===== config.mk =====
export PLATFORM = sky130hd
export DESIGN_NAME = source_text_tokenizer_core_flat
export DESIGN_NICKNAME = d
export VERILOG_FILES = /design/src/sv/stt_pkg.sv /design/src/sv/stt_if.sv /design/src/sv/stt_lex.sv /design/src/sv/stt_rsp_fifo.sv /design/src/sv/source_text_tokenizer_core.sv /design/src/flat_wrapper.sv
export SDC_FILE = /design/constraint.sdc
export NUM_CORES = 1
export LEC_CHECK = 0
export CAP_MARGIN = 20
export CORE_ASPECT_RATIO = 0.6
export CORE_MARGIN = 2
export CORE_UTILIZATION = 45
export DETAILED_ROUTE_END_ITERATION = 10
export DONT_BUFFER_PORTS = 1
export GPL_TIMING_DRIVEN = 1
export HOLD_SLACK_MARGIN = 0.1
export PLACE_DENSITY_LB_ADDON = 0.1
export SLEW_MARGIN = 15
export SYNTH_ARGS = -nofsm -noshare
export SYNTH_HDL_FRONTEND = slang
export SYNTH_SLANG_ARGS = --single-unit

===== constraint.sdc =====
create_clock -name clock -period 19.15 [get_ports clock]
set_input_delay 4.7875 -clock clock [delete_from_list [all_inputs] [get_ports clock]]
set_output_delay 4.7875 -clock clock [all_outputs]
set_load 0.02 [all_outputs]

===== src/sv/stt_pkg.sv =====
// ----------------------------------------------------------------------------
// stt_pkg
// Shared types, token codes and the fixed word list of the source tokenizer.
// ----------------------------------------------------------------------------
package stt_pkg;

   localparam int PosWidth = 16;
   localparam int RspDepth = 4;
   localparam int RspAw    = $clog2(RspDepth);

   typedef logic [PosWidth-1:0] pos_type;

   typedef enum logic [7:0] {
      ModeIdle  = 8'b0000_0001,
      ModeNum   = 8'b0000_0010,
      ModeIdent = 8'b0000_0100,
      ModeStr   = 8'b0000_1000,
      ModeSlash = 8'b0001_0000,
      ModeLcom  = 8'b0010_0000,
      ModeBcom  = 8'b0100_0000,
      ModeBstar = 8'b1000_0000
   } mode_type;

   localparam logic [3:0] TokEof     = 4'd0;
   localparam logic [3:0] TokNumber  = 4'd1;
   localparam logic [3:0] TokString  = 4'd2;
   localparam logic [3:0] TokBoolean = 4'd3;
   localparam logic [3:0] TokUndef   = 4'd4;
   localparam logic [3:0] TokNull    = 4'd5;
   localparam logic [3:0] TokIdent   = 4'd6;
   localparam logic [3:0] TokOper    = 4'd7;
   localparam logic [3:0] TokPunct   = 4'd8;
   localparam logic [3:0] TokKeyword = 4'd9;

   localparam logic [2:0] WordTrue  = 3'd4;
   localparam logic [2:0] WordFalse = 3'd5;
   localparam logic [2:0] WordUndef = 3'd6;

   localparam logic [7:0] ChEos   = 8'h00;
   localparam logic [7:0] ChTab   = 8'h09;
   localparam logic [7:0] ChLf    = 8'h0A;
   localparam logic [7:0] ChCr    = 8'h0D;
   localparam logic [7:0] ChSpace = 8'h20;
   localparam logic [7:0] ChQuote = 8'h22;
   localparam logic [7:0] ChStar  = 8'h2A;
   localparam logic [7:0] ChDot   = 8'h2E;
   localparam logic [7:0] ChSlash = 8'h2F;

   // word text, left aligned in nine characters
   localparam logic [71:0] WordText [8] = '{
      "var      ", "print    ", "function ", "return   ",
      "true     ", "false    ", "undefined", "null     "
   };
   localparam logic [3:0] WordLen [8] = '{
      4'd3, 4'd5, 4'd8, 4'd6, 4'd4, 4'd5, 4'd9, 4'd4
   };

   typedef struct packed {
      logic [3:0]  token_type;
      logic [1:0]  word_code;
      logic [7:0]  first_char;
      logic [15:0] start_offset;
      logic [15:0] token_length;
      logic [15:0] line_number;
      logic [15:0] column_number;
      logic        last;
   } tok_type;

   typedef struct packed {
      logic [1:0] cnt;
      tok_type    tok0;
      tok_type    tok1;
   } push_type;

   function automatic pos_type sat_inc(input pos_type v);
      sat_inc = (v == '1) ? v : pos_type'(v + 1'b1);
   endfunction

   function automatic logic [7:0] word_char(input logic [2:0] w, input logic [3:0] k);
      logic [71:0] t;
      t = WordText[w];
      word_char = 8'h00;
      if (k < 4'd9) begin
         word_char = t[(8 - int'(k)) * 8 +: 8];
      end
   endfunction

   function automatic logic dec_digit(input logic [7:0] c);
      dec_digit = (c >= "0") && (c <= "9");
   endfunction

   function automatic logic name_char(input logic [7:0] c);
      name_char = ((c >= "a") && (c <= "z")) || ((c >= "A") && (c <= "Z")) ||
                  (c == "_") || (c == "$");
   endfunction

   function automatic logic is_space(input logic [7:0] c);
      is_space = (c == ChSpace) || (c == ChTab) || (c == ChLf) || (c == ChCr);
   endfunction

   function automatic logic is_punct(input logic [7:0] c);
      is_punct = (c == "=") || (c == ";") || (c == "(") || (c == ")") ||
                 (c == "{") || (c == "}") || (c == ChDot) || (c == ":") ||
                 (c == ",");
   endfunction

endpackage


===== src/sv/stt_if.sv =====
// ----------------------------------------------------------------------------
// stt_req_if / stt_rsp_if
// Valid/ready channels for source bytes and for tokens.
// ----------------------------------------------------------------------------
interface stt_req_if;
   logic       valid;
   logic       ready;
   logic [7:0] ch;

   modport source (output valid, output ch, input ready);
   modport sink (input valid, input ch, output ready);
endinterface

interface stt_rsp_if;
   logic        valid;
   logic        ready;
   logic [3:0]  token_type;
   logic [1:0]  word_code;
   logic [7:0]  first_char;
   logic [15:0] start_offset;
   logic [15:0] token_length;
   logic [15:0] line_number;
   logic [15:0] column_number;
   logic        last;

   modport source (output valid, output token_type, output word_code,
                   output first_char, output start_offset, output token_length,
                   output line_number, output column_number, output last,
                   input ready);
   modport sink (input valid, input token_type, input word_code,
                 input first_char, input start_offset, input token_length,
                 input line_number, input column_number, input last,
                 output ready);
endinterface


===== src/sv/stt_lex.sv =====
// ----------------------------------------------------------------------------
// stt_lex
// Scanner state and token forming: one byte per transfer, zero to two tokens.
// ----------------------------------------------------------------------------
module stt_lex (
   input  logic               clock,
   input  logic               reset,
   input  logic               accept,
   input  logic [7:0]         ch,
   output stt_pkg::push_type  push
);

   stt_pkg::mode_type mode_ff, mode_in;
   stt_pkg::pos_type  line_ff, line_in, col_ff, col_in, off_ff, off_in;
   stt_pkg::pos_type  ts_off_ff, ts_off_in, ts_line_ff, ts_line_in;
   stt_pkg::pos_type  ts_col_ff, ts_col_in, len_ff, len_in;
   logic [7:0]        first_ff, first_in;
   logic [7:0]        match_ff, match_in;

   stt_pkg::pos_type  adv_off, adv_line, adv_col;
   logic [7:0]        match_next, match_start;
   logic [3:0]        id_type;
   logic [1:0]        id_code;
   logic              dispatch, do_adv, pre_vld, dsp_vld;
   stt_pkg::tok_type  pre_tok, dsp_tok;

   function automatic logic [7:0] match_step(input logic [7:0] m,
                                             input stt_pkg::pos_type len,
                                             input logic [7:0] c);
      logic [7:0] r;
      for (int i = 0; i < 8; i++) begin
         r[i] = m[i] && (len < stt_pkg::pos_type'(stt_pkg::WordLen[i])) &&
                (stt_pkg::word_char(3'(i), len[3:0]) == c);
      end
      match_step = r;
   endfunction

   function automatic stt_pkg::tok_type mk_tok(input logic [3:0] ty, input logic [1:0] code,
                                               input logic [7:0] fc,
                                               input stt_pkg::pos_type off,
                                               input stt_pkg::pos_type len,
                                               input stt_pkg::pos_type ln,
                                               input stt_pkg::pos_type cl);
      stt_pkg::tok_type t;
      t.token_type    = ty;
      t.word_code     = code;
      t.first_char    = fc;
      t.start_offset  = 16'(off);
      t.token_length  = 16'(len);
      t.line_number   = 16'(ln);
      t.column_number = 16'(cl);
      t.last          = 1'b0;
      mk_tok = t;
   endfunction

   assign adv_off     = stt_pkg::sat_inc(off_ff);
   assign adv_line    = (ch == stt_pkg::ChLf) ? stt_pkg::sat_inc(line_ff) : line_ff;
   assign adv_col     = (ch == stt_pkg::ChLf) ? stt_pkg::pos_type'(1)
                                              : stt_pkg::sat_inc(col_ff);
   assign match_next  = match_step(match_ff, len_ff, ch);
   assign match_start = match_step(8'hFF, '0, ch);

   // first matching word of exact length decides the identifier class
   always_comb begin
      id_type = stt_pkg::TokIdent;
      id_code = 2'd0;
      for (int i = 7; i >= 0; i--) begin
         if (match_ff[i] && (len_ff == stt_pkg::pos_type'(stt_pkg::WordLen[i]))) begin
            if (i < 4) begin
               id_type = stt_pkg::TokKeyword;
               id_code = 2'(i);
            end else if (3'(i) == stt_pkg::WordTrue) begin
               id_type = stt_pkg::TokBoolean;
               id_code = 2'd1;
            end else if (3'(i) == stt_pkg::WordFalse) begin
               id_type = stt_pkg::TokBoolean;
               id_code = 2'd0;
            end else if (3'(i) == stt_pkg::WordUndef) begin
               id_type = stt_pkg::TokUndef;
               id_code = 2'd0;
            end else begin
               id_type = stt_pkg::TokNull;
               id_code = 2'd0;
            end
         end
      end
   end

   always_comb begin
      mode_in    = mode_ff;
      line_in    = line_ff;
      col_in     = col_ff;
      off_in     = off_ff;
      ts_off_in  = ts_off_ff;
      ts_line_in = ts_line_ff;
      ts_col_in  = ts_col_ff;
      len_in     = len_ff;
      first_in   = first_ff;
      match_in   = match_ff;
      dispatch   = 1'b0;
      do_adv     = 1'b0;
      pre_vld    = 1'b0;
      dsp_vld    = 1'b0;
      pre_tok    = mk_tok(stt_pkg::TokNumber, 2'd0, first_ff, ts_off_ff, len_ff,
                          ts_line_ff, ts_col_ff);
      dsp_tok    = mk_tok(stt_pkg::TokEof, 2'd0, 8'h00, off_ff, '0, line_ff, col_ff);

      case (mode_ff)
         stt_pkg::ModeNum: begin
            if (stt_pkg::dec_digit(ch) || ch == stt_pkg::ChDot) begin
               len_in = stt_pkg::sat_inc(len_ff);
               do_adv = 1'b1;
            end else begin
               pre_vld  = 1'b1;
               dispatch = 1'b1;
            end
         end
         stt_pkg::ModeIdent: begin
            if (stt_pkg::name_char(ch) || stt_pkg::dec_digit(ch)) begin
               match_in = match_next;
               len_in   = stt_pkg::sat_inc(len_ff);
               do_adv   = 1'b1;
            end else begin
               pre_vld  = 1'b1;
               pre_tok  = mk_tok(id_type, id_code, first_ff, ts_off_ff, len_ff,
                                 ts_line_ff, ts_col_ff);
               dispatch = 1'b1;
            end
         end
         stt_pkg::ModeSlash: begin
            if (ch == stt_pkg::ChSlash) begin
               mode_in = stt_pkg::ModeLcom;
               do_adv  = 1'b1;
            end else if (ch == stt_pkg::ChStar) begin
               mode_in = stt_pkg::ModeBcom;
               do_adv  = 1'b1;
            end else begin
               len_in   = stt_pkg::pos_type'(1);
               pre_vld  = 1'b1;
               pre_tok  = mk_tok(stt_pkg::TokOper, 2'd0, first_ff, ts_off_ff,
                                 stt_pkg::pos_type'(1), ts_line_ff, ts_col_ff);
               dispatch = 1'b1;
            end
         end
         stt_pkg::ModeStr: begin
            pre_tok = mk_tok(stt_pkg::TokString, 2'd0, first_ff, ts_off_ff, len_ff,
                             ts_line_ff, ts_col_ff);
            if (ch == stt_pkg::ChQuote) begin
               pre_vld = 1'b1;
               do_adv  = 1'b1;
               mode_in = stt_pkg::ModeIdle;
            end else if (ch == stt_pkg::ChEos) begin
               pre_vld  = 1'b1;
               dispatch = 1'b1;
            end else begin
               len_in = stt_pkg::sat_inc(len_ff);
               do_adv = 1'b1;
            end
         end
         stt_pkg::ModeLcom: begin
            if (ch == stt_pkg::ChLf || ch == stt_pkg::ChEos) begin
               dispatch = 1'b1;
            end else begin
               do_adv = 1'b1;
            end
         end
         stt_pkg::ModeBcom: begin
            if (ch == stt_pkg::ChEos) begin
               dispatch = 1'b1;
            end else begin
               if (ch == stt_pkg::ChStar) begin
                  mode_in = stt_pkg::ModeBstar;
               end
               do_adv = 1'b1;
            end
         end
         stt_pkg::ModeBstar: begin
            if (ch == stt_pkg::ChEos) begin
               dispatch = 1'b1;
            end else begin
               if (ch == stt_pkg::ChSlash) begin
                  mode_in = stt_pkg::ModeIdle;
               end else if (ch != stt_pkg::ChStar) begin
                  mode_in = stt_pkg::ModeBcom;
               end
               do_adv = 1'b1;
            end
         end
         default: begin
            dispatch = 1'b1;
         end
      endcase

      if (dispatch) begin
         mode_in = stt_pkg::ModeIdle;
         if (ch == stt_pkg::ChEos) begin
            dsp_vld = 1'b1;
         end else if (stt_pkg::is_space(ch)) begin
            do_adv = 1'b1;
         end else if (stt_pkg::dec_digit(ch) || ch == stt_pkg::ChQuote ||
                      ch == stt_pkg::ChSlash || stt_pkg::name_char(ch)) begin
            ts_off_in  = off_ff;
            ts_line_in = line_ff;
            ts_col_in  = col_ff;
            first_in   = ch;
            len_in     = '0;
            do_adv     = 1'b1;
            if (stt_pkg::dec_digit(ch)) begin
               len_in  = stt_pkg::pos_type'(1);
               mode_in = stt_pkg::ModeNum;
            end else if (ch == stt_pkg::ChQuote) begin
               ts_off_in = adv_off;
               mode_in   = stt_pkg::ModeStr;
            end else if (ch == stt_pkg::ChSlash) begin
               mode_in = stt_pkg::ModeSlash;
            end else begin
               match_in = match_start;
               len_in   = stt_pkg::pos_type'(1);
               mode_in  = stt_pkg::ModeIdent;
            end
         end else begin
            dsp_vld = 1'b1;
            dsp_tok = mk_tok(stt_pkg::is_punct(ch) ? stt_pkg::TokPunct : stt_pkg::TokOper,
                             2'd0, ch, off_ff, stt_pkg::pos_type'(1), line_ff, col_ff);
            do_adv  = 1'b1;
         end
      end

      if (do_adv) begin
         off_in  = adv_off;
         line_in = adv_line;
         col_in  = adv_col;
      end else if (dsp_vld && ch == stt_pkg::ChEos) begin
         off_in  = '0;
         line_in = stt_pkg::pos_type'(1);
         col_in  = stt_pkg::pos_type'(1);
      end
   end

   // pack emitted tokens in order, marking the final one
   always_comb begin
      push.cnt  = 2'd0;
      push.tok0 = pre_vld ? pre_tok : dsp_tok;
      push.tok1 = dsp_tok;
      if (accept) begin
         push.cnt = 2'({1'b0, pre_vld} + {1'b0, dsp_vld});
      end
      push.tok0.last = !(pre_vld && dsp_vld);
      push.tok1.last = 1'b1;
   end

   always_ff @(posedge clock) begin
      if (reset) begin
         mode_ff    <= stt_pkg::ModeIdle;
         line_ff    <= stt_pkg::pos_type'(1);
         col_ff     <= stt_pkg::pos_type'(1);
         off_ff     <= '0;
         ts_off_ff  <= '0;
         ts_line_ff <= stt_pkg::pos_type'(1);
         ts_col_ff  <= stt_pkg::pos_type'(1);
         len_ff     <= '0;
         first_ff   <= 8'h00;
         match_ff   <= 8'hFF;
      end else if (accept) begin
         mode_ff    <= mode_in;
         line_ff    <= line_in;
         col_ff     <= col_in;
         off_ff     <= off_in;
         ts_off_ff  <= ts_off_in;
         ts_line_ff <= ts_line_in;
         ts_col_ff  <= ts_col_in;
         len_ff     <= len_in;
         first_ff   <= first_in;
         match_ff   <= match_in;
      end
   end

endmodule


===== src/sv/stt_rsp_fifo.sv =====
// ----------------------------------------------------------------------------
// stt_rsp_fifo
// Token queue: up to two writes and one read per cycle.
// ----------------------------------------------------------------------------
module stt_rsp_fifo (
   input  logic              clock,
   input  logic              reset,
   input  stt_pkg::push_type push,
   input  logic              pop,
   output stt_pkg::tok_type  head,
   output logic              not_empty,
   output logic              room_two
);

   stt_pkg::tok_type          mem [stt_pkg::RspDepth];
   logic [stt_pkg::RspAw-1:0] wp_ff, wp_in, rp_ff, rp_in;
   logic [stt_pkg::RspAw:0]   cnt_ff, cnt_in;
   logic                      do_pop;

   assign not_empty = (cnt_ff != '0);
   assign room_two  = (cnt_ff <= (stt_pkg::RspAw+1)'(stt_pkg::RspDepth - 2));
   assign head      = mem[rp_ff];
   assign do_pop    = pop && not_empty;

   assign wp_in  = wp_ff + stt_pkg::RspAw'(push.cnt);
   assign rp_in  = rp_ff + stt_pkg::RspAw'(do_pop);
   assign cnt_in = cnt_ff + (stt_pkg::RspAw+1)'(push.cnt) - (stt_pkg::RspAw+1)'(do_pop);

   always_ff @(posedge clock) begin
      if (push.cnt != 2'd0) begin
         mem[wp_ff] <= push.tok0;
      end
      if (push.cnt == 2'd2) begin
         mem[wp_ff + stt_pkg::RspAw'(1)] <= push.tok1;
      end
   end

   always_ff @(posedge clock) begin
      if (reset) begin
         wp_ff  <= '0;
         rp_ff  <= '0;
         cnt_ff <= '0;
      end else begin
         wp_ff  <= wp_in;
         rp_ff  <= rp_in;
         cnt_ff <= cnt_in;
      end
   end

endmodule


===== src/sv/source_text_tokenizer_core.sv =====
// A token is queued when the byte that ends it transfers; rsp shows the oldest token.
// Throughput: one byte per cycle; a byte may yield two tokens, and a four-entry token
// queue takes a new byte whenever it has room for two, so bytes stall only while
// tokens back up on rsp.
// Reset: synchronous; scanner idle at line 1, column 1, offset 0, queue empty.
// ----------------------------------------------------------------------------
// source_text_tokenizer_core
// Streaming source lexer: bytes in, tokens with type, word code and position out.
// ----------------------------------------------------------------------------
module source_text_tokenizer_core (
   input  logic      clock,
   input  logic      reset,
   stt_req_if.sink   req_chan,
   stt_rsp_if.source rsp_chan
);

   stt_pkg::push_type push;
   stt_pkg::tok_type  head;
   logic              accept, not_empty, room_two;

   assign req_chan.ready = room_two;
   assign accept         = req_chan.valid && room_two;

   stt_lex u_lex (
      .clock  (clock),
      .reset  (reset),
      .accept (accept),
      .ch     (req_chan.ch),
      .push   (push)
   );

   stt_rsp_fifo u_fifo (
      .clock     (clock),
      .reset     (reset),
      .push      (push),
      .pop       (rsp_chan.ready),
      .head      (head),
      .not_empty (not_empty),
      .room_two  (room_two)
   );

   assign rsp_chan.valid         = not_empty;
   assign rsp_chan.token_type    = head.token_type;
   assign rsp_chan.word_code     = head.word_code;
   assign rsp_chan.first_char    = head.first_char;
   assign rsp_chan.start_offset  = head.start_offset;
   assign rsp_chan.token_length  = head.token_length;
   assign rsp_chan.line_number   = head.line_number;
   assign rsp_chan.column_number = head.column_number;
   assign rsp_chan.last          = head.last;

endmodule


===== src/flat_wrapper.sv =====
// flat-port wrapper written by rule: the top's interface ports become plain ports
module source_text_tokenizer_core_flat 
  (clock, reset, req_chan_valid, req_chan_ch, req_chan_ready, rsp_chan_valid, rsp_chan_token_type, rsp_chan_word_code, rsp_chan_first_char, rsp_chan_start_offset, rsp_chan_token_length, rsp_chan_line_number, rsp_chan_column_number, rsp_chan_last, rsp_chan_ready);
  stt_req_if req_chan_i ();
  stt_rsp_if rsp_chan_i ();
  input  logic clock;
  input  logic reset;
  input wire logic [$bits(req_chan_i.valid)-1:0] req_chan_valid;
  input wire logic [$bits(req_chan_i.ch)-1:0] req_chan_ch;
  output wire logic [$bits(req_chan_i.ready)-1:0] req_chan_ready;
  output wire logic [$bits(rsp_chan_i.valid)-1:0] rsp_chan_valid;
  output wire logic [$bits(rsp_chan_i.token_type)-1:0] rsp_chan_token_type;
  output wire logic [$bits(rsp_chan_i.word_code)-1:0] rsp_chan_word_code;
  output wire logic [$bits(rsp_chan_i.first_char)-1:0] rsp_chan_first_char;
  output wire logic [$bits(rsp_chan_i.start_offset)-1:0] rsp_chan_start_offset;
  output wire logic [$bits(rsp_chan_i.token_length)-1:0] rsp_chan_token_length;
  output wire logic [$bits(rsp_chan_i.line_number)-1:0] rsp_chan_line_number;
  output wire logic [$bits(rsp_chan_i.column_number)-1:0] rsp_chan_column_number;
  output wire logic [$bits(rsp_chan_i.last)-1:0] rsp_chan_last;
  input wire logic [$bits(rsp_chan_i.ready)-1:0] rsp_chan_ready;
  assign req_chan_i.valid = req_chan_valid;
  assign req_chan_i.ch = req_chan_ch;
  assign req_chan_ready = req_chan_i.ready;
  assign rsp_chan_valid = rsp_chan_i.valid;
  assign rsp_chan_token_type = rsp_chan_i.token_type;
  assign rsp_chan_word_code = rsp_chan_i.word_code;
  assign rsp_chan_first_char = rsp_chan_i.first_char;
  assign rsp_chan_start_offset = rsp_chan_i.start_offset;
  assign rsp_chan_token_length = rsp_chan_i.token_length;
  assign rsp_chan_line_number = rsp_chan_i.line_number;
  assign rsp_chan_column_number = rsp_chan_i.column_number;
  assign rsp_chan_last = rsp_chan_i.last;
  assign rsp_chan_i.ready = rsp_chan_ready;
  source_text_tokenizer_core u_core (.clock(clock), .reset(reset), .req_chan(req_chan_i), .rsp_chan(rsp_chan_i));
endmodule

==> results.ini <==
[worst_setup_path]
slowest_stage = or4_1
worst-path-buf-inv = 2
cp.depth = 13
rr_worst_depth = 13
reg2reg_to = u_core.u_fifo.mem[2][70]
max_stage_delay_ps = 750
cp_top_family = simple AND/OR/NAND/NOR gates
worstPathRequired_ps = 19330
r2r_setup_slack_ps = 12840
cp_common_cell = nor2_1
crit-reg2reg-launch = u_core.u_lex.mode_ff[7]
cp-end-kind = flip-flop
critPathCapture = u_core.u_fifo.mem[2][70]
crit_type = in2reg
path_cells = nor4b_4 -> a32o_1 -> o22ai_1 -> or4_1 -> nor3_4 -> nor4_1 -> ha_1 -> nor2_1 -> nor2_1 -> nand3b_1 -> and2_1 -> clkinv_2 -> buf_4
worst_ep_arrival_time_ps = 10400
startpoint = req_chan_ch[4]
cp-start-kind = primary input
cp_max_fo = 49

[routing]
post_drt_wl_per_cell_um = 25.4
postRouteAntennaNets = 0
vias = 17500
wl_met1_um = 33500
wl_met2_um = 29000
drt-total-wl_um = 68900
highest_layer = met4
post-route-drc-count = 0
dr.pass1.iters = 5
route.met3.wl_um = 5530
routed_via_density = 6.45
drt_first_iter_violations = 1984

[sta]
skew_ps = 17.5
min_period_over_period_pct = 53.3
setup_viol = 0
tightest_slew_ps = 1180
setup_slack_ps = 8940
timing.hold.ws_ps = 457
fin_setup_tns_ps = 0
rsz0062_at_grt = no
hold_viol = 0
finalWorstPathRequiredPeriod_ps = 10210
slew_violations = 0
slew_headroom_pct = 19.1
fmax_mhz = 97.9

[pwr]
power_mw = 2.60
p_sw_mw = 0.831
swShare_pct = 31.9
pwr-share-seq_pct = 44.6
clock_power_share_pct = 33.3
intPower_mw = 1.77
share_comb_of_total_power_pct = 22.0
power_leakage_nw = 8.04
p_per_area_nw_per_um2 = 104
vdd_drop_max_uv = 82.3

[global_routing]
grt_pass1_wl_um = 106000
grt_start_max_net_pins = 88
antenna_found_initial = 0
gr-total-overflow = 0
grt_usage_pct = 25.3
grt_pass1_vias = 16400

[placement]
place_ws_ps = 8420
gp_congestion = 0.906
dp_hpwl_um = 41700
place_inst = 2624
io_buffers = 0

[floorplanning]
fp.dieArea_um2 = 53600
io_pins = 93
start_util_pct = 45.6
die_y_um = 180
rows = 64
coreArea_um2 = 51000
fp.dieW_um = 297

[yosys]
synth_area_per_cell_um2 = 10.9
yosysWarnings = 0
synth_edf_count = 244
syn_nets = 2156
synthCells = 2130
syn_area_um2 = 23300
ys.flop_type = edfxtp_1
seq_area_frac_synth_pct = 50.0
yosys.cell_types.count = 94
synthArstFlopShare_pct = 0
ys_ff_latch = 459

[clocking]
numCtsBuffers = 45
clk-insertion-delay-late_ps = 570
ctsHoldBuffers = 0
htree_levels = 2
clk_path_buf_depth = 3
ctsResizeCount = 0
cts.sinks = 459
clockRootBuffer = clkbuf_16
cts_tree = yes
post_cts_buffers = 0
clkTransAtPathRegs_ps = 60

[finish]
layout-drive-gt1-share_pct = 11.7
finalNetCount = 2006
fin_cells = 2711
area_growth_pct = 7.18
fillCellCount = 4624

[run]
cap_violations = 0

[worst_hold_path]
hp-class = reg2reg

[status]
status = complete, no violations

-- flip-flops by register name, summed over array words and instances, names as in the netlist --
name and cells:
u_core.u_lex.len_ff 16, u_core.u_lex.match_ff 8, u_core.u_lex.ts_off_ff 16, u_core.u_lex.col_ff 16
u_core.u_lex.ts_col_ff 16, u_core.u_lex.ts_line_ff 16, u_core.u_fifo.rp_ff 2, u_core.u_fifo.mem 316
u_core.u_lex.mode_ff 8, u_core.u_lex.off_ff 16, u_core.u_fifo.wp_ff 2, u_core.u_lex.first_ff 8
u_core.u_fifo.cnt_ff 3, u_core.u_lex.line_ff 16
-- power groups by stage --
stage | Clock (mW) | Combinational (mW) | Sequential (mW)
after floorplan | 0 | 0.462 | 1.14
after global placement | 0 | 0.574 | 1.18
after CTS | 0.885 | 0.578 | 1.16
after global routing | 0.928 | 0.612 | 1.17
final | 0.867 | 0.573 | 1.16
after detailed placement | 0 | 0.576 | 1.18
-- cell families after synthesis --
group / synth area share [%]
xor+xnor: 2.56
mux: 8.01
compound gates: 20.7
flops: 50.0
buf+inv: 4.61
fa+ha+maj: 0.785
simple gates: 13.3
-- layer usage --
metal  vias up  track usage, %
met5         -               0
met4         0            3.90
met3        85            4.39
met2       742            36.4
met1      8772            40.3
li1       7896               -
-- how the worst min path moves through the flow --
stage,from,to,slack [ps],depth (start not counted)
after floorplan,u_core.u_fifo.mem[1][73],u_core.u_fifo.mem[1][73],420,2
after CTS,u_core.u_fifo.mem[1][73],u_core.u_fifo.mem[1][73],460,2
final,u_core.u_fifo.mem[1][73],u_core.u_fifo.mem[1][73],460,2
after detailed placement,u_core.u_fifo.mem[1][73],u_core.u_fifo.mem[1][73],440,2
after global placement,u_core.u_fifo.mem[1][73],u_core.u_fifo.mem[1][73],430,2
after global routing,u_core.u_fifo.mem[1][73],u_core.u_fifo.mem[1][73],490,2
-- cell usage after synthesis (6+ instances only) --
| master | n | area, um2 |
|---|---|---|
| a22o_1 | 286 | 2500 |
| edfxtp_1 | 244 | 7330 |
| dfxtp_1 | 215 | 4300 |
| nand2_1 | 187 | 702 |
| clkbuf_1 | 150 | 563 |
| nor2_1 | 136 | 510 |
| a21oi_1 | 95 | 475 |
| mux4_2 | 79 | 1780 |
| nand3_1 | 61 | 305 |
| o21ai_0 | 53 | 265 |
| xnor2_1 | 47 | 412 |
| nor3_1 | 46 | 230 |
| buf_2 | 42 | 210 |
| buf_1 | 31 | 116 |
| nor4_1 | 29 | 181 |
| inv_1 | 27 | 101 |
| o22ai_1 | 25 | 156 |
| a31oi_1 | 24 | 150 |
| nand4_1 | 21 | 131 |
| xor2_1 | 21 | 184 |
| or3_1 | 20 | 125 |
| nand2b_1 | 18 | 113 |
| nor2b_1 | 17 | 106 |
| and3_1 | 13 | 81.3 |
| ha_1 | 13 | 163 |
| and2_1 | 10 | 62.6 |
| o211ai_1 | 10 | 75.1 |
| o21a_1 | 10 | 75.1 |
| or4_1 | 9 | 67.6 |
| a211oi_1 | 8 | 60.1 |
| a211oi_2 | 8 | 100 |
| a211o_1 | 7 | 61.3 |
| o21ai_1 | 7 | 35.0 |
| o31a_1 | 7 | 61.3 |
| o21bai_1 | 6 | 45.0 |
| o22a_1 | 6 | 52.6 |
-- worst register-to-register path, stage by stage (launching register included) --
cell	delay (ps)
dfxtp_1	580
or4_1	270
or2_1	360
a21oi_1	100
or4_1	680
nor3_4	550
nor4_1	190
ha_1	560
nor2_1	120
nor2_1	220
nand3b_1	590
and2_1	610
clkinv_2	320
buf_4	740
-- cells in the final DEF, fill, tap and decap left out, drive strengths merged, types with 6 or more instances in the layout --
| cell type | instances |
|---|---|
| o21a | 10 |
| xnor2 | 47 |
| o22ai | 25 |
| mux4 | 79 |
| clkbuf | 70 |
| or2 | 7 |
| nand3 | 61 |
| o21bai | 6 |
| and3 | 13 |
| nand2b | 19 |
| nor2b | 17 |
| a211o | 7 |
| nand2 | 187 |
| nor3 | 51 |
| o31ai | 6 |
| o21ai | 63 |
| and2 | 11 |
| clkinv | 16 |
| nor4 | 31 |
| dfxtp | 215 |
| nand4 | 22 |
| a21oi | 97 |
| or3 | 21 |
| o31a | 7 |
| buf | 32 |
| xor2 | 21 |
| nor2 | 137 |
| o22a | 6 |
| or4 | 9 |
| a211oi | 16 |
| a31oi | 24 |
| edfxtp | 244 |
| a22o | 286 |
| nor4b | 6 |
| inv | 28 |
| o211ai | 10 |
| ha | 13 |
-- final cells by class --
| type | count | area [um2] | share of cell area [%] |
|---|---|---|---|
| Clock buffer | 69 | 1280 | 5.14 |
| Inverter | 30 | 118 | 0.472 |
| Clock inverter | 15 | 129 | 0.517 |
| Antenna cell | 1 | 2.50 | 0.0100 |
| Tap cell | 693 | 867 | 3.48 |
| Sequential cell | 459 | 11600 | 46.7 |
| Multi-Input combinational cell | 1411 | 10600 | 42.7 |
| Timing Repair Buffer | 33 | 251 | 1.01 |
-- per-stage QoR --
| step | cell area, um2 | util [%] |
|---|---|---|
| after floorplan | 23300 | - |
| after global placement | 23500 | 46.1 |
| after detailed placement | 23500 | 46.1 |
| after CTS | 24900 | 48.8 |
| after global routing | 24900 | 48.9 |
| final | 24900 | 48.9 |
No activity file was read; power rests on OpenSTA's default activity.
